### src/rtl/modbus_fc03_response_receiver_assert.svh
// Assertion macros for the function-3 reply receiver.
// Each macro expects i_clk and i_rst_n in scope.
`ifndef MODBUS_FC03_RESPONSE_RECEIVER_ASSERT_SVH
`define MODBUS_FC03_RESPONSE_RECEIVER_ASSERT_SVH

`ifndef NO_ASSERTIONS
// same-cycle implication
`define MFR_ASSERT_IMPLY(lbl, ante, cons) \
    lbl: assert property (@(posedge i_clk) disable iff (!i_rst_n) (ante) |-> (cons)) \
        else $error("same-cycle implication failed");
// next-cycle implication
`define MFR_ASSERT_NEXT(lbl, ante, cons) \
    lbl: assert property (@(posedge i_clk) disable iff (!i_rst_n) (ante) |=> (cons)) \
        else $error("next-cycle implication failed");
`else
`define MFR_ASSERT_IMPLY(lbl, ante, cons)
`define MFR_ASSERT_NEXT(lbl, ante, cons)
`endif

`endif

### src/rtl/mfr_pkg.sv
package mfr_pkg;

    // frame and register limits
    localparam int unsigned MAX_FRAME   = 256;
    localparam int unsigned MAX_REGS    = 125;
    localparam int unsigned FRAME_W     = 9;
    localparam int unsigned REG_IDX_W   = 7;
    localparam int unsigned MIN_FRAME   = 5;

    // command queue between front and back
    localparam int unsigned QUEUE_DEPTH = 2;
    localparam int unsigned QPTR_W      = $clog2(QUEUE_DEPTH);
    localparam int unsigned QCNT_W      = $clog2(QUEUE_DEPTH + 1);

    // CRC and protocol constants
    localparam logic [15:0] CRC_INIT       = 16'hFFFF;
    localparam logic [15:0] CRC_POLY       = 16'hA001;
    localparam logic [7:0]  FUNC_READ_HOLD = 8'h03;
    localparam int unsigned FUNC_EXC_BIT   = 7;

    // configuration
    localparam int unsigned APB_ADDR_W        = 3;
    localparam logic        CFG_IDX_TIMEOUT   = 1'b0;
    localparam logic        CFG_IDX_REG_COUNT = 1'b1;
    localparam logic [15:0] TIMEOUT_RST       = 16'd100;
    localparam logic [6:0]  REG_COUNT_RST     = 7'd1;

    typedef enum logic [1:0] {
        OP_START = 2'd0,
        OP_BYTE  = 2'd1,
        OP_TICK  = 2'd2
    } t_opcode;

    typedef enum logic {
        KIND_REG     = 1'b0,
        KIND_VERDICT = 1'b1
    } t_kind;

    typedef enum logic [2:0] {
        VERD_VALID       = 3'd0,
        VERD_NO_REPLY    = 3'd1,
        VERD_SHORT       = 3'd2,
        VERD_WRONG_SLAVE = 3'd3,
        VERD_CRC_BAD     = 3'd4,
        VERD_EXCEPTION   = 3'd5,
        VERD_WRONG_FUNC  = 3'd6
    } t_verdict;

    // classified command: data is the slave address on start, the byte otherwise
    typedef struct packed {
        t_opcode    op;
        logic [7:0] data;
    } t_cmd;

    typedef struct packed {
        logic valid;
        t_cmd cmd;
    } t_cmd_xfer;

    typedef struct packed {
        logic [15:0] timeout_ticks;
        logic [6:0]  reg_count;
    } t_cfg;

    typedef struct packed {
        t_kind                kind;
        logic [REG_IDX_W-1:0] reg_index;
        logic [15:0]          reg_value;
        t_verdict             verdict;
        logic [FRAME_W-1:0]   frame_bytes;
        logic [7:0]           found_count;
    } t_result;

    // one byte through the reflected Modbus CRC-16
    function automatic logic [15:0] crc_fold(input logic [15:0] crc, input logic [7:0] b);
        logic [15:0] c;
        c = {8'h00, crc[7:0] ^ b};
        for (int k = 0; k < 8; k++) begin
            c = c[0] ? ((c >> 1) ^ CRC_POLY) : (c >> 1);
        end
        return {8'h00, crc[15:8]} ^ c;
    endfunction

endpackage

### src/rtl/mfr_if.sv
// input channel
interface mfr_in_if;
    logic       valid;
    logic       ready;
    logic [1:0] opcode;
    logic [7:0] rx_byte;
    logic [7:0] slave_addr;

    modport source (output valid, output opcode, output rx_byte, output slave_addr,
                    input ready);
    modport sink   (input valid, input opcode, input rx_byte, input slave_addr,
                    output ready);
endinterface

// result channel
interface mfr_out_if;
    logic        valid;
    logic        ready;
    logic        kind;
    logic [6:0]  reg_index;
    logic [15:0] reg_value;
    logic [2:0]  verdict;
    logic [8:0]  frame_bytes;
    logic [7:0]  found_count;

    modport source (output valid, output kind, output reg_index, output reg_value,
                    output verdict, output frame_bytes, output found_count,
                    input ready);
    modport sink   (input valid, input kind, input reg_index, input reg_value,
                    input verdict, input frame_bytes, input found_count,
                    output ready);
endinterface

### src/rtl/modbus_fc03_response_receiver.sv
// Channel   Dir  Handshake       Payload
// i_in      in   valid/ready     opcode, rx_byte, slave_addr
// o_out     out  valid/ready     kind, reg_index, reg_value, verdict, frame_bytes, found_count
// APB       in   psel/penable    timeout_ticks at 0x0, reg_count at 0x4
//
// One transaction per cycle in sustained flow while the output does not stall;
// a result reaches the output register through the queue, then execution.
// The two-entry command queue lets input keep flowing for two transactions
// while the output stalls; after that i_in.ready drops.
// Synchronous active-low reset; no clearing pass, input ready from the first
// cycle after reset.
`include "modbus_fc03_response_receiver_assert.svh"

module modbus_fc03_response_receiver import mfr_pkg::*; (
    input  logic                  i_clk,
    input  logic                  i_rst_n,
    mfr_in_if.sink                i_in,
    mfr_out_if.source             o_out,
    input  logic                  psel,
    input  logic                  penable,
    input  logic                  pwrite,
    input  logic [APB_ADDR_W-1:0] paddr,
    input  logic [31:0]           pwdata,
    output logic [31:0]           prdata,
    output logic                  pready
);

    logic [15:0] r_timeout;
    logic [6:0]  r_reg_count;
    logic        w_cfg_wr;
    t_cfg        w_cfg;
    t_cmd_xfer   w_push;
    t_cmd_xfer   w_head;
    logic        w_q_full;
    logic        w_pop;

    // configuration registers
    assign pready   = 1'b1;
    assign w_cfg_wr = psel && penable && pwrite && pready;

    always_ff @(posedge i_clk) begin
        if (!i_rst_n) begin
            r_timeout   <= TIMEOUT_RST;
            r_reg_count <= REG_COUNT_RST;
        end else if (w_cfg_wr) begin
            if (paddr[2] == CFG_IDX_TIMEOUT) begin
                r_timeout <= pwdata[15:0];
            end else begin
                r_reg_count <= pwdata[6:0];
            end
        end
    end

    assign prdata = (paddr[2] == CFG_IDX_REG_COUNT) ? {25'd0, r_reg_count}
                                                   : {16'd0, r_timeout};

    assign w_cfg.timeout_ticks = r_timeout;
    assign w_cfg.reg_count     = r_reg_count;

    mfr_front u_front (
        .i_in     (i_in),
        .i_q_full (w_q_full),
        .o_push   (w_push)
    );

    mfr_queue u_queue (
        .i_clk   (i_clk),
        .i_rst_n (i_rst_n),
        .i_push  (w_push),
        .i_pop   (w_pop),
        .o_full  (w_q_full),
        .o_head  (w_head)
    );

    mfr_back u_back (
        .i_clk   (i_clk),
        .i_rst_n (i_rst_n),
        .i_head  (w_head),
        .i_cfg   (w_cfg),
        .o_pop   (w_pop),
        .o_out   (o_out)
    );

    // a command pushed into an empty queue is at its head next cycle
    `MFR_ASSERT_NEXT(a_queue_head, w_push.valid && !w_head.valid, w_head.valid)
    // a valid verdict has already been counted
    `MFR_ASSERT_IMPLY(a_found_counted, o_out.valid && o_out.kind == KIND_VERDICT && o_out.verdict == VERD_VALID, o_out.found_count != 8'd0)
    // register values come only from complete pairs after the header
    `MFR_ASSERT_IMPLY(a_pair_position, o_out.valid && o_out.kind == KIND_REG, o_out.frame_bytes >= 9'd5 && o_out.frame_bytes[0])
    // a short frame has between one and four bytes
    `MFR_ASSERT_IMPLY(a_short_len, o_out.valid && o_out.kind == KIND_VERDICT && o_out.verdict == VERD_SHORT, o_out.frame_bytes != 9'd0 && o_out.frame_bytes < 9'd5)

endmodule

### src/rtl/mfr_front.sv
module mfr_front import mfr_pkg::*; (
    mfr_in_if.sink    i_in,
    input  logic      i_q_full,
    output t_cmd_xfer o_push
);

    logic w_known;

    // accept whenever the queue has room
    assign i_in.ready = !i_q_full;

    // classify the opcode; unknown codes are taken and dropped
    always_comb begin
        o_push.cmd.op   = OP_BYTE;
        o_push.cmd.data = i_in.rx_byte;
        w_known         = 1'b1;
        case (i_in.opcode)
            OP_START: begin
                o_push.cmd.op   = OP_START;
                o_push.cmd.data = i_in.slave_addr;
            end
            OP_BYTE: begin
                o_push.cmd.op = OP_BYTE;
            end
            OP_TICK: begin
                o_push.cmd.op = OP_TICK;
            end
            default: begin
                w_known = 1'b0;
            end
        endcase
        o_push.valid = i_in.valid && !i_q_full && w_known;
    end

endmodule

### src/rtl/mfr_queue.sv
module mfr_queue import mfr_pkg::*; (
    input  logic      i_clk,
    input  logic      i_rst_n,
    input  t_cmd_xfer i_push,
    input  logic      i_pop,
    output logic      o_full,
    output t_cmd_xfer o_head
);

    t_cmd              r_mem [QUEUE_DEPTH];
    logic [QPTR_W-1:0] r_wr_ptr, n_wr_ptr;
    logic [QPTR_W-1:0] r_rd_ptr, n_rd_ptr;
    logic [QCNT_W-1:0] r_count, n_count;

    assign o_full       = (r_count == QCNT_W'(QUEUE_DEPTH));
    assign o_head.valid = (r_count != '0);
    assign o_head.cmd   = r_mem[r_rd_ptr];

    // pointer and fill bookkeeping
    always_comb begin
        n_wr_ptr = r_wr_ptr;
        n_rd_ptr = r_rd_ptr;
        n_count  = r_count;
        if (i_push.valid) begin
            n_wr_ptr = (r_wr_ptr == QPTR_W'(QUEUE_DEPTH - 1)) ? '0 : r_wr_ptr + 1'b1;
        end
        if (i_pop) begin
            n_rd_ptr = (r_rd_ptr == QPTR_W'(QUEUE_DEPTH - 1)) ? '0 : r_rd_ptr + 1'b1;
        end
        case ({i_push.valid, i_pop})
            2'b10:   n_count = r_count + 1'b1;
            2'b01:   n_count = r_count - 1'b1;
            default: n_count = r_count;
        endcase
    end

    always_ff @(posedge i_clk) begin
        if (!i_rst_n) begin
            r_wr_ptr <= '0;
            r_rd_ptr <= '0;
            r_count  <= '0;
        end else begin
            r_wr_ptr <= n_wr_ptr;
            r_rd_ptr <= n_rd_ptr;
            r_count  <= n_count;
        end
    end

    // entry storage
    always_ff @(posedge i_clk) begin
        if (i_push.valid) begin
            r_mem[r_wr_ptr] <= i_push.cmd;
        end
    end

endmodule

### src/rtl/mfr_back.sv
module mfr_back import mfr_pkg::*; (
    input  logic       i_clk,
    input  logic       i_rst_n,
    input  t_cmd_xfer  i_head,
    input  t_cfg       i_cfg,
    output logic       o_pop,
    mfr_out_if.source  o_out
);

    // frame state
    logic               r_armed,     n_armed;
    logic [7:0]         r_wanted,    n_wanted;
    logic [FRAME_W-1:0] r_bytes,     n_bytes;
    logic [7:0]         r_addr,      n_addr;
    logic [7:0]         r_func,      n_func;
    logic [7:0]         r_count,     n_count;
    logic [15:0]        r_crc,       n_crc;
    logic [7:0]         r_old,       n_old;
    logic [7:0]         r_new,       n_new;
    logic [7:0]         r_data_high, n_data_high;
    logic [15:0]        r_ticks,     n_ticks;
    logic [7:0]         r_found,     n_found;
    // output register
    logic               r_out_valid, n_out_valid;
    t_result            r_res,       n_res;

    logic                 w_judge;
    logic                 w_pair;
    logic [REG_IDX_W-1:0] w_idx;
    logic [FRAME_W-1:0]   w_expected;
    t_verdict             w_verdict;

    // take a command when the output register is free or being drained
    assign o_pop = i_head.valid && (!r_out_valid || o_out.ready);

    // command execution
    always_comb begin
        n_armed     = r_armed;
        n_wanted    = r_wanted;
        n_bytes     = r_bytes;
        n_addr      = r_addr;
        n_func      = r_func;
        n_count     = r_count;
        n_crc       = r_crc;
        n_old       = r_old;
        n_new       = r_new;
        n_data_high = r_data_high;
        n_ticks     = r_ticks;
        n_found     = r_found;
        n_out_valid = r_out_valid && !o_out.ready;
        n_res       = r_res;
        w_judge     = 1'b0;
        w_pair      = 1'b0;
        w_idx       = 7'((r_bytes - 9'd4) >> 1);
        w_expected  = '0;
        w_verdict   = VERD_VALID;

        if (o_pop) begin
            case (i_head.cmd.op)
                OP_START: begin
                    n_armed     = 1'b1;
                    n_wanted    = i_head.cmd.data;
                    n_bytes     = '0;
                    n_addr      = '0;
                    n_func      = '0;
                    n_count     = '0;
                    n_crc       = CRC_INIT;
                    n_old       = '0;
                    n_new       = '0;
                    n_data_high = '0;
                    n_ticks     = '0;
                end
                OP_TICK: begin
                    if (r_armed) begin
                        n_ticks = (r_ticks == 16'hFFFF) ? r_ticks : r_ticks + 1'b1;
                        w_judge = (n_ticks >= i_cfg.timeout_ticks);
                    end
                end
                OP_BYTE: begin
                    if (r_armed) begin
                        // CRC lags two bytes behind so the trailer is left out
                        if (r_bytes >= 9'd2) begin
                            n_crc = crc_fold(r_crc, r_old);
                        end
                        n_old = r_new;
                        n_new = i_head.cmd.data;
                        if (r_bytes == 9'd0) begin
                            n_addr = i_head.cmd.data;
                        end else if (r_bytes == 9'd1) begin
                            n_func = i_head.cmd.data;
                        end else if (r_bytes == 9'd2) begin
                            n_count = i_head.cmd.data;
                        end else if (r_bytes[0]) begin
                            n_data_high = i_head.cmd.data;
                        end else begin
                            w_pair = !r_func[FUNC_EXC_BIT]
                                     && (r_bytes <= 9'd2 + {1'b0, r_count})
                                     && (w_idx < i_cfg.reg_count)
                                     && (w_idx < REG_IDX_W'(MAX_REGS));
                        end
                        n_bytes    = r_bytes + 1'b1;
                        w_expected = n_func[FUNC_EXC_BIT] ? FRAME_W'(MIN_FRAME)
                                     : FRAME_W'(MIN_FRAME) + {1'b0, n_count};
                        w_judge    = (n_bytes >= FRAME_W'(MAX_FRAME))
                                     || ((n_bytes >= FRAME_W'(MIN_FRAME))
                                         && (n_bytes >= w_expected));
                    end
                end
                default: begin
                end
            endcase
        end

        // verdict in priority order
        if (n_bytes == '0) begin
            w_verdict = VERD_NO_REPLY;
        end else if (n_bytes < FRAME_W'(MIN_FRAME)) begin
            w_verdict = VERD_SHORT;
        end else if (n_addr != r_wanted) begin
            w_verdict = VERD_WRONG_SLAVE;
        end else if (n_crc != {n_new, n_old}) begin
            w_verdict = VERD_CRC_BAD;
        end else if (n_func[FUNC_EXC_BIT]) begin
            w_verdict = VERD_EXCEPTION;
        end else if (n_func != FUNC_READ_HOLD) begin
            w_verdict = VERD_WRONG_FUNC;
        end else begin
            w_verdict = VERD_VALID;
        end

        // load the output register; a verdict wins over a pair
        if (w_judge) begin
            n_armed = 1'b0;
            if (w_verdict == VERD_VALID && r_found != 8'hFF) begin
                n_found = r_found + 1'b1;
            end
            n_res.kind        = KIND_VERDICT;
            n_res.reg_index   = '0;
            n_res.reg_value   = '0;
            n_res.verdict     = w_verdict;
            n_res.frame_bytes = n_bytes;
            n_res.found_count = n_found;
            n_out_valid       = 1'b1;
        end else if (w_pair) begin
            n_res.kind        = KIND_REG;
            n_res.reg_index   = w_idx;
            n_res.reg_value   = {r_data_high, i_head.cmd.data};
            n_res.verdict     = VERD_VALID;
            n_res.frame_bytes = n_bytes;
            n_res.found_count = r_found;
            n_out_valid       = 1'b1;
        end
    end

    always_ff @(posedge i_clk) begin
        if (!i_rst_n) begin
            r_armed     <= 1'b0;
            r_wanted    <= '0;
            r_bytes     <= '0;
            r_addr      <= '0;
            r_func      <= '0;
            r_count     <= '0;
            r_crc       <= CRC_INIT;
            r_old       <= '0;
            r_new       <= '0;
            r_data_high <= '0;
            r_ticks     <= '0;
            r_found     <= '0;
            r_out_valid <= 1'b0;
        end else begin
            r_armed     <= n_armed;
            r_wanted    <= n_wanted;
            r_bytes     <= n_bytes;
            r_addr      <= n_addr;
            r_func      <= n_func;
            r_count     <= n_count;
            r_crc       <= n_crc;
            r_old       <= n_old;
            r_new       <= n_new;
            r_data_high <= n_data_high;
            r_ticks     <= n_ticks;
            r_found     <= n_found;
            r_out_valid <= n_out_valid;
        end
    end

    // result payload
    always_ff @(posedge i_clk) begin
        r_res <= n_res;
    end

    assign o_out.valid       = r_out_valid;
    assign o_out.kind        = r_res.kind;
    assign o_out.reg_index   = r_res.reg_index;
    assign o_out.reg_value   = r_res.reg_value;
    assign o_out.verdict     = r_res.verdict;
    assign o_out.frame_bytes = r_res.frame_bytes;
    assign o_out.found_count = r_res.found_count;

endmodule

### src/flat_wrapper.sv
// flat-port wrapper written by rule: the top's interface ports become plain ports
module modbus_fc03_response_receiver_flat import mfr_pkg::*;
  (i_clk, i_rst_n, psel, penable, pwrite, paddr, pwdata, prdata, pready, i_in_valid, i_in_opcode, i_in_rx_byte, i_in_slave_addr, i_in_ready, o_out_valid, o_out_kind, o_out_reg_index, o_out_reg_value, o_out_verdict, o_out_frame_bytes, o_out_found_count, o_out_ready);
  mfr_in_if i_in_i ();
  mfr_out_if o_out_i ();
  input  logic i_clk;
  input  logic i_rst_n;
  input  logic psel;
  input  logic penable;
  input  logic pwrite;
  input  logic [APB_ADDR_W-1:0] paddr;
  input  logic [31:0] pwdata;
  output logic [31:0] prdata;
  output logic pready;
  input wire logic [$bits(i_in_i.valid)-1:0] i_in_valid;
  input wire logic [$bits(i_in_i.opcode)-1:0] i_in_opcode;
  input wire logic [$bits(i_in_i.rx_byte)-1:0] i_in_rx_byte;
  input wire logic [$bits(i_in_i.slave_addr)-1:0] i_in_slave_addr;
  output wire logic [$bits(i_in_i.ready)-1:0] i_in_ready;
  output wire logic [$bits(o_out_i.valid)-1:0] o_out_valid;
  output wire logic [$bits(o_out_i.kind)-1:0] o_out_kind;
  output wire logic [$bits(o_out_i.reg_index)-1:0] o_out_reg_index;
  output wire logic [$bits(o_out_i.reg_value)-1:0] o_out_reg_value;
  output wire logic [$bits(o_out_i.verdict)-1:0] o_out_verdict;
  output wire logic [$bits(o_out_i.frame_bytes)-1:0] o_out_frame_bytes;
  output wire logic [$bits(o_out_i.found_count)-1:0] o_out_found_count;
  input wire logic [$bits(o_out_i.ready)-1:0] o_out_ready;
  assign i_in_i.valid = i_in_valid;
  assign i_in_i.opcode = i_in_opcode;
  assign i_in_i.rx_byte = i_in_rx_byte;
  assign i_in_i.slave_addr = i_in_slave_addr;
  assign i_in_ready = i_in_i.ready;
  assign o_out_valid = o_out_i.valid;
  assign o_out_kind = o_out_i.kind;
  assign o_out_reg_index = o_out_i.reg_index;
  assign o_out_reg_value = o_out_i.reg_value;
  assign o_out_verdict = o_out_i.verdict;
  assign o_out_frame_bytes = o_out_i.frame_bytes;
  assign o_out_found_count = o_out_i.found_count;
  assign o_out_i.ready = o_out_ready;
  modbus_fc03_response_receiver u_core (.i_clk(i_clk), .i_rst_n(i_rst_n), .i_in(i_in_i), .o_out(o_out_i), .psel(psel), .penable(penable), .pwrite(pwrite), .paddr(paddr), .pwdata(pwdata), .prdata(prdata), .pready(pready));
endmodule
### config.mk
export PLATFORM = sky130hd
export DESIGN_NAME = modbus_fc03_response_receiver_flat
export DESIGN_NICKNAME = d
export VERILOG_FILES = /design/src/rtl/mfr_pkg.sv /design/src/rtl/mfr_if.sv /design/src/rtl/modbus_fc03_response_receiver.sv /design/src/rtl/mfr_front.sv /design/src/rtl/mfr_queue.sv /design/src/rtl/mfr_back.sv /design/src/flat_wrapper.sv
export VERILOG_INCLUDE_DIRS = /design/src /design/src/rtl
export SDC_FILE = /design/constraint.sdc
export NUM_CORES = 1
export LEC_CHECK = 0
export BUFFER_PORTS_ARGS = -buffer_cell sky130_fd_sc_hd__buf_2
export CORE_ASPECT_RATIO = 0.6
export CORE_MARGIN = 3
export CORE_UTILIZATION = 30
export CTS_CLUSTER_DIAMETER = 40
export DETAILED_ROUTE_END_ITERATION = 16
export PLACE_DENSITY_LB_ADDON = 0.12
export SYNTH_ARGS = -nofsm -noshare
export SYNTH_HDL_FRONTEND = slang
export SYNTH_SLANG_ARGS = --single-unit
### constraint.sdc
create_clock -name i_clk -period 5.6 [get_ports i_clk]
set_input_delay 1.12 -clock i_clk [delete_from_list [all_inputs] [get_ports i_clk]]
set_output_delay 1.12 -clock i_clk [all_outputs]
set_load 0.03 [all_outputs]
==> flow_summary.json, run 1 <==
{
  "status": "completed",
  "slew_headroom": 0.315,
  "crit_buf_inv": 4,
  "final_util": 0.360,
  "slowest_delay_ns": 0.39,
  "first_pass_iters": 5,
  "crit_family": "simple AND/OR/NAND/NOR gates",
  "yosysSeqAreaShare": 0.384,
  "ioPinCount": 139,
  "clk_pin_slew_ns": 0.07,
  "grt.total_usage": 0.180,
  "dp_hpwl_um": 27600,
  "ys_ff_latch": 199,
  "drv_slew": 0,
  "path_max_fanout": 6,
  "synth_cell_types": 79,
  "synthFlopType": "dfxtp_1",
  "cts_sinks": 199,
  "crit_slowest_cell": "dfxtp_2",
  "die_y_um": 157,
  "p_leak_nw": 5.61,
  "yosys_warnings": 0,
  "fp.dieArea_mm2": 0.0405,
  "multi_input_area_mm2": 0.00654,
  "cts_tree": "yes",
  "worstSetupEndpointType": "flip-flop",
  "peakVddDrop_v": 0.000221,
  "synth-edff-count": 40,
  "wl_per_cell_um": 18.9,
  "nFillCells": 3822,
  "p_total_mw": 3.77,
  "power_density_mw_per_mm2": 284,
  "rows": 54,
  "critical_path_arrival_ns": 5.30,
  "syn_inst": 1277,
  "grt_overflow": 0,
  "core_mm2": 0.0369,
  "hold_path.class": "reg -> reg",
  "fin_crit_sh": 0.910,
  "grt_max_degree": 107,
  "place.gp.congestion": 0.852,
  "fmax_mhz": 196,
  "timing.max_cap.violations": 0,
  "cts_buffers": 17,
  "finalWirelength_um": 36100,
  "worst_pin_slew_ns": 1.03,
  "layout_common_cells": "dfxtp_1, nand2_1, buf_2",
  "clk_latency_ns": 0.46,
  "syn_avg_cell_area_um2": 8.93,
  "areaGrowthSynthToFinish_pct": 16.4,
  "die_w_um": 258,
  "grt_antenna_before_repair": 0,
  "start_util": 0.309,
  "drc": 0,
  "clock_path_buffers": 2,
  "async_reset_ff_frac": 0,
  "drtAntennaViolNets": 0,
  "syn_area_mm2": 0.0114,
  "path_cells": "inv_1 > ha_1 > nor3b_2 > nor4bb_2 > buf_4 > nand2_1 > o21ai_0 > inv_1 > ha_1 > nor2b_2 > nor2_1 > xnor2_1 > nand2_1 > ha_1 > nand2_1 > nor3_1 > a21oi_1 > o21bai_1 > a211oi_2 > buf_4 > and4b_1 > nand4_2 > nor4_4 > mux2_4",
  "htree_levels": 4,
  "dr.first_iter.drc_count": 706,
  "regArea_mm2": 0.00439,
  "grt_pass1_wl_um": 55600,
  "vias_per_cell": 5.01,
  "vias": 9552,
  "required_ns": 5.81,
  "hold_viol": 0,
  "layout.nets": 1504,
  "layout-drive-gt1-share": 0.173,
  "setup_viol": 0,
  "grt_pass1_vias": 8832,
  "io_buffers": 103,
  "criticalPathCategory": "reg -> reg",
  "cts_root_buffer": "clkbuf_16",
  "critical_path.startpoint_type": "flip-flop",
  "finalCriticalPeriod_ns": 5.09,
  "final_common_cell": "dfxtp_1",
  "fin_skew_ns": 0.0135
}
-- stage by stage --
stage,setup TNS (ns),cell area (µm²),std cells,setup slack (ns),hold WS (ns)
finish,0,13300,1906,0.505,0.460
global route,-0.00176,13300,1905,-0.00176,0.482
detailed placement,0,12600,1871,0.408,0.439
CTS,0,13200,1903,0.409,0.458
global placement,0,12600,1871,0.502,0.431
floorplan,0,11500,1292,0.499,0.443
-- state kept, by name, summed over array words and instances, names as in the netlist, 9 cells and up, named ones only --
| signal | count |
|---|---|
| u_core.u_queue.r_mem | 20 |
| u_core.u_back.r_ticks | 16 |
| u_core.u_back.o_out.reg_value | 16 |
| u_core.u_back.r_crc | 16 |
| u_core.u_back.r_bytes | 9 |
| u_core.u_back.o_out.frame_bytes | 9 |
| u_core.r_timeout | 16 |
-- report_power, final --
group | internal [mW] | total (mW) | switching, mW
sequential | 1.52 | 1.55 | 0.0382
clock | 0.673 | 1.30 | 0.623
combinational | 0.292 | 0.923 | 0.631
total | 2.48 | 3.77 | 1.29
-- synth_stat cells (all sizes together), types with 10 or more instances --
library cell    n  area (µm²)
and2           40         250
nand3          44         220
inv            43         161
nor3           27         140
edfxtp         40        1200
nor4           20         205
ha             56         701
a22oi          28         210
nor2b          45         282
nand4          19         131
mux2           20         229
clkbuf         62         233
o31ai          10        80.1
a21boi         23         173
xor2           28         245
dfxtp         159        3180
nand2         148         556
xnor2          51         447
buf            23         169
o211a          11         110
a21oi          26         130
mux2i          46         460
o21ai          58         294
nand2b         23         144
and3           18         113
nor2           87         327
-- final cells by class --
type / instances / area share
Antenna cell: 1 / 0.000188
Clock buffer: 18 / 0.0323
Clock inverter: 14 / 0.0125
Inverter: 44 / 0.0124
Multi-Input combinational cell: 964 / 0.492
Sequential cell: 199 / 0.330
Tap cell: 504 / 0.0475
Timing Repair Buffer: 162 / 0.0724
-- repair_timing --
item                       CTS  global route
hold buffers                 0             0
setup buffers                0             2
setup endpoints to repair    0            36
resized for setup            0             5
-- per-layer routing --
| metal | share of wire | GRT usage |
|---|---|---|
| met2 | 0.38 | 0.237 |
| met3 | 0.066 | 0.0479 |
| met1 | 0.54 | 0.285 |
| met5 | 0 | 0 |
| met4 | 0.0073 | 0.0338 |
-- worst reg2reg max path: stages, from the launching register on --
cell and delay (ns):
dfxtp_2 0.39, inv_1 0.13, ha_1 0.30, nor3b_2 0.20, nor4bb_2 0.31, buf_4 0.19
nand2_1 0.06, o21ai_0 0.18, inv_1 0.08, ha_1 0.25, nor2b_2 0.19, nor2_1 0.10
xnor2_1 0.17, nand2_1 0.07, ha_1 0.28, nand2_1 0.08, nor3_1 0.19, a21oi_1 0.09
o21bai_1 0.18, a211oi_2 0.09, buf_4 0.16, and4b_1 0.31, nand4_2 0.14, nor4_4 0.38
mux2_4 0.33
-- worst paths after layout --
kind | from | end | slack (ns) | cells after the start
worst min-delay path | u_core.u_back.o_out.kind$_SDFFE_PN1P_ | u_core.u_back.o_out.kind$_SDFFE_PN1P_ | 0.46 | 1
worst min register to register | u_core.u_back.o_out.kind$_SDFFE_PN1P_ | u_core.u_back.o_out.kind$_SDFFE_PN1P_ | 0.46 | 1
worst max register to register | u_core.u_back.r_bytes[0]$_SDFF_PN0_ | u_core.u_back.o_out.found_count[1]$_DFFE_PP_ | 0.51 | 24
worst max-delay path | u_core.u_back.r_bytes[0]$_SDFF_PN0_ | u_core.u_back.o_out.found_count[1]$_DFFE_PP_ | 0.51 | 24
-- logic make-up after synthesis --
| logic type | Yosys count | share of synthesized area |
|---|---|---|
| AND/OR/NAND/NOR | 505 | 0.233 |
| flip-flops | 199 | 0.384 |
| multiplexers | 66 | 0.0604 |
| AO/OA/AOI/OAI | 239 | 0.146 |
| XOR/XNOR | 81 | 0.0646 |
| buffers and inverters | 129 | 0.0497 |
| adder cells (fa/ha/maj) | 56 | 0.0614 |
| other | 2 | 0.000658 |
Note: power is estimated with default switching activity, not from simulation.
==> run 2, diff against run 1 <==
--- a/config.mk
+++ b/config.mk
@@ -7,6 +7,8 @@
 export NUM_CORES = 1
 export LEC_CHECK = 0
 export BUFFER_PORTS_ARGS = -buffer_cell sky130_fd_sc_hd__buf_2
+export CELL_PAD_IN_SITES_DETAIL_PLACEMENT = 1
+export CELL_PAD_IN_SITES_GLOBAL_PLACEMENT = 2
 export CORE_ASPECT_RATIO = 0.6
 export CORE_MARGIN = 3
 export CORE_UTILIZATION = 30
==> run 2 against run 1 <==
- combinational power grew 2%
- design area up 0.21%
- hold slack worse by 0.012 ns
- critical endpoint is now u_core.u_back.o_out.found_count[3]$_DFFE_PP_
- critical path depth is 1 lower
==> flow_summary.json, run 2 (synthesis gave the netlist of run 1 again) <==
{
  "clk_pin_slew_ns": 0.08,
  "htree_levels": 4,
  "place_inst": 1878,
  "post_cts_buffers": 0,
  "worstReg2RegEnd": "u_core.u_back.o_out.found_count[3]$_DFFE_PP_",
  "path_cells": "inv_1 > ha_1 > nor3b_1 > nor4bb_4 > buf_4 > nor2_1 > nor2_1 > ha_1 > nor2b_1 > o21ai_0 > o211a_1 > o21ai_0 > ha_1 > nand2_1 > nor3_1 > a21oi_1 > o21bai_1 > a211oi_1 > and4b_1 > buf_4 > nand4_1 > nor4_2 > xor2_1",
  "rsz0062_at_grt": "false",
  "crit_end": "u_core.u_back.o_out.found_count[3]$_DFFE_PP_",
  "antenna_cells": 0,
  "hold_path.class": "reg -> reg",
  "grt_antenna_before_repair": 2,
  "grt.total_usage": 0.198,
  "required_ns": 5.80,
  "nFillCells": 4318,
  "layout.nets": 1509,
  "layout_common_cells": "dfxtp_1, nand2_1, buf_2",
  "areaGrowthSynthToFinish_pct": 16.7,
  "die_w_um": 258,
  "status": "completed",
  "die_y_um": 157,
  "grt_overflow": 0,
  "fp.dieArea_mm2": 0.0405,
  "power_density_mw_per_mm2": 285,
  "place.gp.congestion": 0.812,
  "p_leak_nw": 5.63,
  "grt_max_degree": 95,
  "grtUsageMet3": 0.0351,
  "worst-path-stages": 23,
  "cts_tree": "yes",
  "setup_viol": 0,
  "worst_pin_slew_ns": 1.14,
  "fin_skew_ns": 0.0144,
  "drv_slew": 0,
  "cts_buffers": 17,
  "worstSetupEndpointType": "flip-flop",
  "start_util": 0.309,
  "dp_hpwl_um": 30600,
  "timing.max_cap.violations": 0,
  "crit_family": "simple AND/OR/NAND/NOR gates",
  "finalSetupTns_ns": 0,
  "vias": 9734,
  "final_common_cell": "dfxtp_1",
  "ioPinCount": 139,
  "fin_crit_sh": 0.922,
  "busiest_layer": "met1",
  "final_cells": 1910,
  "layout-drive-gt1-share": 0.174,
  "vias_per_cell": 5.10,
  "regArea_mm2": 0.00438,
  "core_mm2": 0.0369,
  "dr.first_iter.drc_count": 558,
  "peakVddDrop_v": 0.000247,
  "crit_buf_inv": 3,
  "grt_pass1_vias": 9641,
  "rows": 54,
  "critical_path.startpoint_type": "flip-flop",
  "cts_sinks": 199,
  "finalCriticalPeriod_ns": 5.16,
  "regMostFlops": "u_core.u_queue.r_mem",
  "grt_pass1_wl_um": 60600,
  "crit_slowest_cell": "nor4bb_4",
  "drc": 0,
  "multi_input_area_mm2": 0.00653,
  "gr-usage-met1": 0.319,
  "reg2reg_slack_ns": 0.44,
  "hold_slack_ns": 0.448,
  "fmax_mhz": 194,
  "path_common_cell": "ha_1",
  "largest_register_ffs": 20,
  "criticalPathCategory": "reg -> reg",
  "first_pass_iters": 4,
  "path_max_fanout": 6,
  "reg2reg_depth": 23,
  "clk_latency_ns": 0.47,
  "drtAntennaViolNets": 0,
  "timing.rr.start": "u_core.u_back.r_bytes[0]$_SDFF_PN0_",
  "setup.worst_path.start": "u_core.u_back.r_bytes[0]$_SDFF_PN0_",
  "finalWirelength_um": 39700,
  "use_met2": 0.268,
  "critical_path_arrival_ns": 5.37,
  "p_total_mw": 3.79,
  "cts_root_buffer": "clkbuf_16",
  "io_buffers": 103,
  "hold_viol": 0,
  "slowest_delay_ns": 0.49,
  "slew_headroom": 0.232,
  "wl_per_cell_um": 20.8,
  "clock_path_buffers": 2
}
[run 2: cell types whose count changed in the layout (fill, tap and decap cells not counted), sizes merged]
| cell | delta |
|---|---|
| buf | +5 |
| inv | +4 |
| bufinv | -2 |
| clkbuf | -1 |
| clkinvlp | -1 |
| diode | -1 |
[run 2: what timing repair did]
item                       4_1_cts  5_1_grt
setup endpoints to repair        0       20
gates resized for setup          0        1
hold buffers                     0        0
hold endpoints to repair         0        0
[run 2: report_power, final]
| group | total (mW) | leakage (nW) | internal (mW) | switching, mW |
|---|---|---|---|---|
| Clock | 1.30 | 0.290 | 0.606 | 0.691 |
| Combinational | 0.940 | 3.66 | 0.295 | 0.644 |
| Sequential | 1.55 | 1.68 | 1.52 | 0.0391 |
[run 2: layout make-up]
cell class                      instances  area share
Inverter                               44      0.0124
Clock buffer                           17      0.0320
Clock inverter                         15      0.0130
Sequential cell                       199       0.329
Timing Repair Buffer                  167      0.0750
Tap cell                              504      0.0474
Multi-Input combinational cell        964       0.491
[run 2: routing by layer]
metal / routed length, µm / vias up
met2: 15400 / 170
met3: 1860 / 14
met1: 22100 / 4828
li1: - / 4722
met5: 0 / -
met4: 253 / 0
[run 2: per-stage QoR]
| stage | setup slack (ns) | instance area, µm² | util |
|---|---|---|---|
| 6_report | 0.436 | 13300 | 0.361 |
| 5_1_grt | 0.0141 | 13300 | 0.361 |
| 4_1_cts | 0.414 | 13300 | 0.360 |
| 3_5_place_dp | 0.449 | 12700 | 0.344 |
| 3_3_place_gp | 0.554 | 12700 | 0.344 |
| 2_1_floorplan | 0.499 | 11500 | - |
[run 2: how the worst min path moves through the flow]
stage | start | to | slack (ns) | depth (start not counted)
final | u_core.u_back.o_out.kind$_SDFFE_PN1P_ | u_core.u_back.o_out.kind$_SDFFE_PN1P_ | 0.45 | 1
after global routing | u_core.u_back.o_out.kind$_SDFFE_PN1P_ | u_core.u_back.o_out.kind$_SDFFE_PN1P_ | 0.48 | 1
after floorplan | u_core.r_timeout[10]$_SDFFE_PN0P_ | u_core.r_timeout[10]$_SDFFE_PN0P_ | 0.44 | 2
after CTS | u_core.u_back.o_out.kind$_SDFFE_PN1P_ | u_core.u_back.o_out.kind$_SDFFE_PN1P_ | 0.45 | 1
after detailed placement | u_core.u_back.o_out.kind$_SDFFE_PN1P_ | u_core.u_back.o_out.kind$_SDFFE_PN1P_ | 0.44 | 1
after global placement | u_core.u_back.o_out.kind$_SDFFE_PN1P_ | u_core.u_back.o_out.kind$_SDFFE_PN1P_ | 0.43 | 1
==> run 3, diff against run 2 <==
--- a/config.mk
+++ b/config.mk
@@ -10,8 +10,9 @@
 export CELL_PAD_IN_SITES_DETAIL_PLACEMENT = 1
 export CELL_PAD_IN_SITES_GLOBAL_PLACEMENT = 2
 export CORE_ASPECT_RATIO = 0.6
-export CORE_MARGIN = 3
+export CORE_MARGIN = 8
 export CORE_UTILIZATION = 30
+export CTS_BUF_LIST = sky130_fd_sc_hd__clkbuf_2 sky130_fd_sc_hd__clkbuf_4 sky130_fd_sc_hd__clkbuf_8
 export CTS_CLUSTER_DIAMETER = 40
 export DETAILED_ROUTE_END_ITERATION = 16
 export PLACE_DENSITY_LB_ADDON = 0.12
==> run 3 against run 2 <==
- flip-flop and latch count is the same
- wire length increased by 1.2%
- sequential power about the same
- non-clock buffer count fell by 11
- critical path type unchanged
- critical endpoint is now u_core.u_back.o_out.found_count[1]$_DFFE_PP_
- largest cell class unchanged
- largest power group unchanged
- highest routed layer unchanged
==> flow_summary.json, run 3 (synthesis gave the netlist of run 1 again) <==
{
  "status": "completed",
  "layout_common_cells": "dfxtp_1, nand2_1, buf_2",
  "fin_skew_ns": 0.0197,
  "dr.first_iter.drc_count": 667,
  "worst_pin_slew_ns": 1.04,
  "worstReg2RegEnd": "u_core.u_back.o_out.found_count[1]$_DFFE_PP_",
  "grt_overflow": 0,
  "vias": 9680,
  "clock_path_buffers": 2,
  "ioPinCount": 139,
  "criticalPathCategory": "reg -> reg",
  "fin_crit_sh": 0.921,
  "ctsHoldBuffers": 0,
  "seqPwrFrac": 0.430,
  "intPower_mw": 2.28,
  "regMostFlops": "u_core.u_queue.r_mem",
  "vias_per_cell": 5.07,
  "start_util": 0.304,
  "dp_hpwl_um": 30900,
  "grt_antenna_before_repair": 1,
  "fp.dieArea_mm2": 0.0447,
  "cts_tree": "yes",
  "fmax_mhz": 194,
  "rsz0062_at_grt": "false",
  "swShare": 0.370,
  "antenna_cells": 0,
  "clock_power_share": 0.305,
  "hold_viol": 0,
  "cts_buffers": 17,
  "drv_slew": 0,
  "io_buffers": 103,
  "hold_path.class": "reg -> reg",
  "finalCriticalPeriod_ns": 5.16,
  "finalWirelength_um": 40100,
  "core_mm2": 0.0376,
  "hold_slack_ns": 0.458,
  "power_density_mw_per_mm2": 276,
  "critical_path.startpoint_type": "flip-flop",
  "drc": 0,
  "post_cts_buffers": 0,
  "layout.nets": 1498,
  "drtAntennaViolNets": 0,
  "rows": 55,
  "grt_pass1_vias": 9709,
  "clk_pin_slew_ns": 0.12,
  "peakVddDrop_v": 0.000166,
  "critical_path_arrival_ns": 5.45,
  "grt_max_degree": 97,
  "reg2reg_slack_ns": 0.44,
  "required_ns": 5.89,
  "die_y_um": 167,
  "final_common_cell": "dfxtp_1",
  "wl_per_cell_um": 21.0,
  "grt_pass1_wl_um": 61400,
  "nFillCells": 4453,
  "cts_sinks": 199,
  "htree_levels": 4,
  "finalSetupTns_ns": 0,
  "cts_root_buffer": "clkbuf_8",
  "hold_end": "u_core.u_back.o_out.reg_value[2]$_SDFFE_PN0P_",
  "p_leak_nw": 5.54,
  "largest_register_ffs": 20,
  "p_sw_mw": 1.34,
  "timing.rr.start": "u_core.u_back.r_bytes[0]$_SDFF_PN0_",
  "setup_viol": 0,
  "worstSetupEndpointType": "flip-flop",
  "areaGrowthSynthToFinish_pct": 15.0,
  "reg2reg_depth": 22,
  "timing.max_cap.violations": 0,
  "grt.total_usage": 0.178,
  "worstHoldStart": "u_core.u_back.o_out.reg_value[2]$_SDFFE_PN0P_",
  "die_w_um": 268,
  "regArea_mm2": 0.00438,
  "p_comb_frac": 0.265,
  "path_max_fanout": 19,
  "place.gp.congestion": 0.819,
  "layout-drive-gt1-share": 0.168,
  "min_path_cells": 2,
  "slew_headroom": 0.294,
  "clk_latency_ns": 0.53,
  "multi_input_area_mm2": 0.00654,
  "first_pass_iters": 4
}
## run 3: cell types whose count changed in the layout (fill, tap and decap cells not counted), moves of 2 or more
cell	before	now
buf_4	65	53
bufinv_16	0	3
clkbuf_16	17	0
clkbuf_8	0	17
clkinv_8	4	2
## run 3: metrics by stage
step / util / total power, mW / cells / instance area, µm² / worst slack (ns)
2_1_floorplan: - / 2.10 / 1292 / 11500 / 0.499
3_3_place_gp: 0.336 / 2.52 / 1876 / 12600 / 0.263
3_5_place_dp: 0.336 / 2.53 / 1876 / 12600 / 0.155
4_1_cts: 0.349 / 3.65 / 1908 / 13100 / 0.132
5_1_grt: 0.349 / 3.78 / 1908 / 13100 / 0.0422
6_report: 0.349 / 3.62 / 1908 / 13100 / 0.440
## run 3: critical path: stages, from the launching register on
cell      delay [ns]
dfxtp_1         0.51
inv_1           0.17
ha_1            0.30
nor3b_1         0.30
nor4bb_4        0.36
buf_4           0.29
nand2_1         0.07
o21ai_0         0.23
nor2b_4         0.30
nor2b_1         0.07
xnor2_1         0.12
nor2_1          0.09
o21ai_0         0.09
ha_1            0.36
nand2_1         0.06
nor3_1          0.16
a21oi_1         0.10
o21bai_1        0.14
a211oi_1        0.11
and4b_2         0.42
nand4_2         0.15
nor4_4          0.20
mux2_4          0.33
## run 3: what timing repair did
action / 4_1_cts / 5_1_grt
endpoints found under the hold margin: 0 / 0
resized for setup: 0 / 4
setup endpoints to repair: 0 / 36
## run 3: worst max path at each step
stage                                                   end                                 from  slack (ns)
2_1_floorplan  u_core.u_back.o_out.found_count[1]$_DFFE_PP_  u_core.u_back.r_bytes[0]$_SDFF_PN0_        0.50
3_3_place_gp   u_core.u_back.o_out.found_count[1]$_DFFE_PP_  u_core.u_back.r_bytes[0]$_SDFF_PN0_        0.26
3_5_place_dp   u_core.u_back.o_out.found_count[1]$_DFFE_PP_  u_core.u_back.r_bytes[0]$_SDFF_PN0_        0.15
4_1_cts        u_core.u_back.o_out.found_count[1]$_DFFE_PP_  u_core.u_back.r_bytes[0]$_SDFF_PN0_        0.13
5_1_grt        u_core.u_back.o_out.found_count[1]$_DFFE_PP_  u_core.u_back.r_bytes[0]$_SDFF_PN0_        0.04
6_report       u_core.u_back.o_out.found_count[1]$_DFFE_PP_  u_core.u_back.r_bytes[0]$_SDFF_PN0_        0.44
## run 3: layer usage
metal / wire (µm) / global-route usage
met3: 1410 / 0.0259
met4: 284 / 0.0321
met5: 0 / 0
met2: 15500 / 0.238
met1: 23000 / 0.293
## run 3: final cells by class
| class | instances | area share |
|---|---|---|
| multi-input cells | 964 | 0.498 |
| flip-flops and latches | 199 | 0.334 |
| clock inverters | 15 | 0.0172 |
| well taps | 513 | 0.0489 |
| repair buffers | 156 | 0.0708 |
| clock buffers | 17 | 0.0178 |
| inverters | 44 | 0.0126 |
## run 3: power groups by stage
stage / sequential, mW / clock (mW) / combinational [mW]
after global placement: 1.59 / 0 / 0.937
final: 1.56 / 1.11 / 0.957
after detailed placement: 1.59 / 0 / 0.941
after CTS: 1.56 / 1.15 / 0.944
after floorplan: 1.58 / 0 / 0.521
after global routing: 1.56 / 1.20 / 1.01
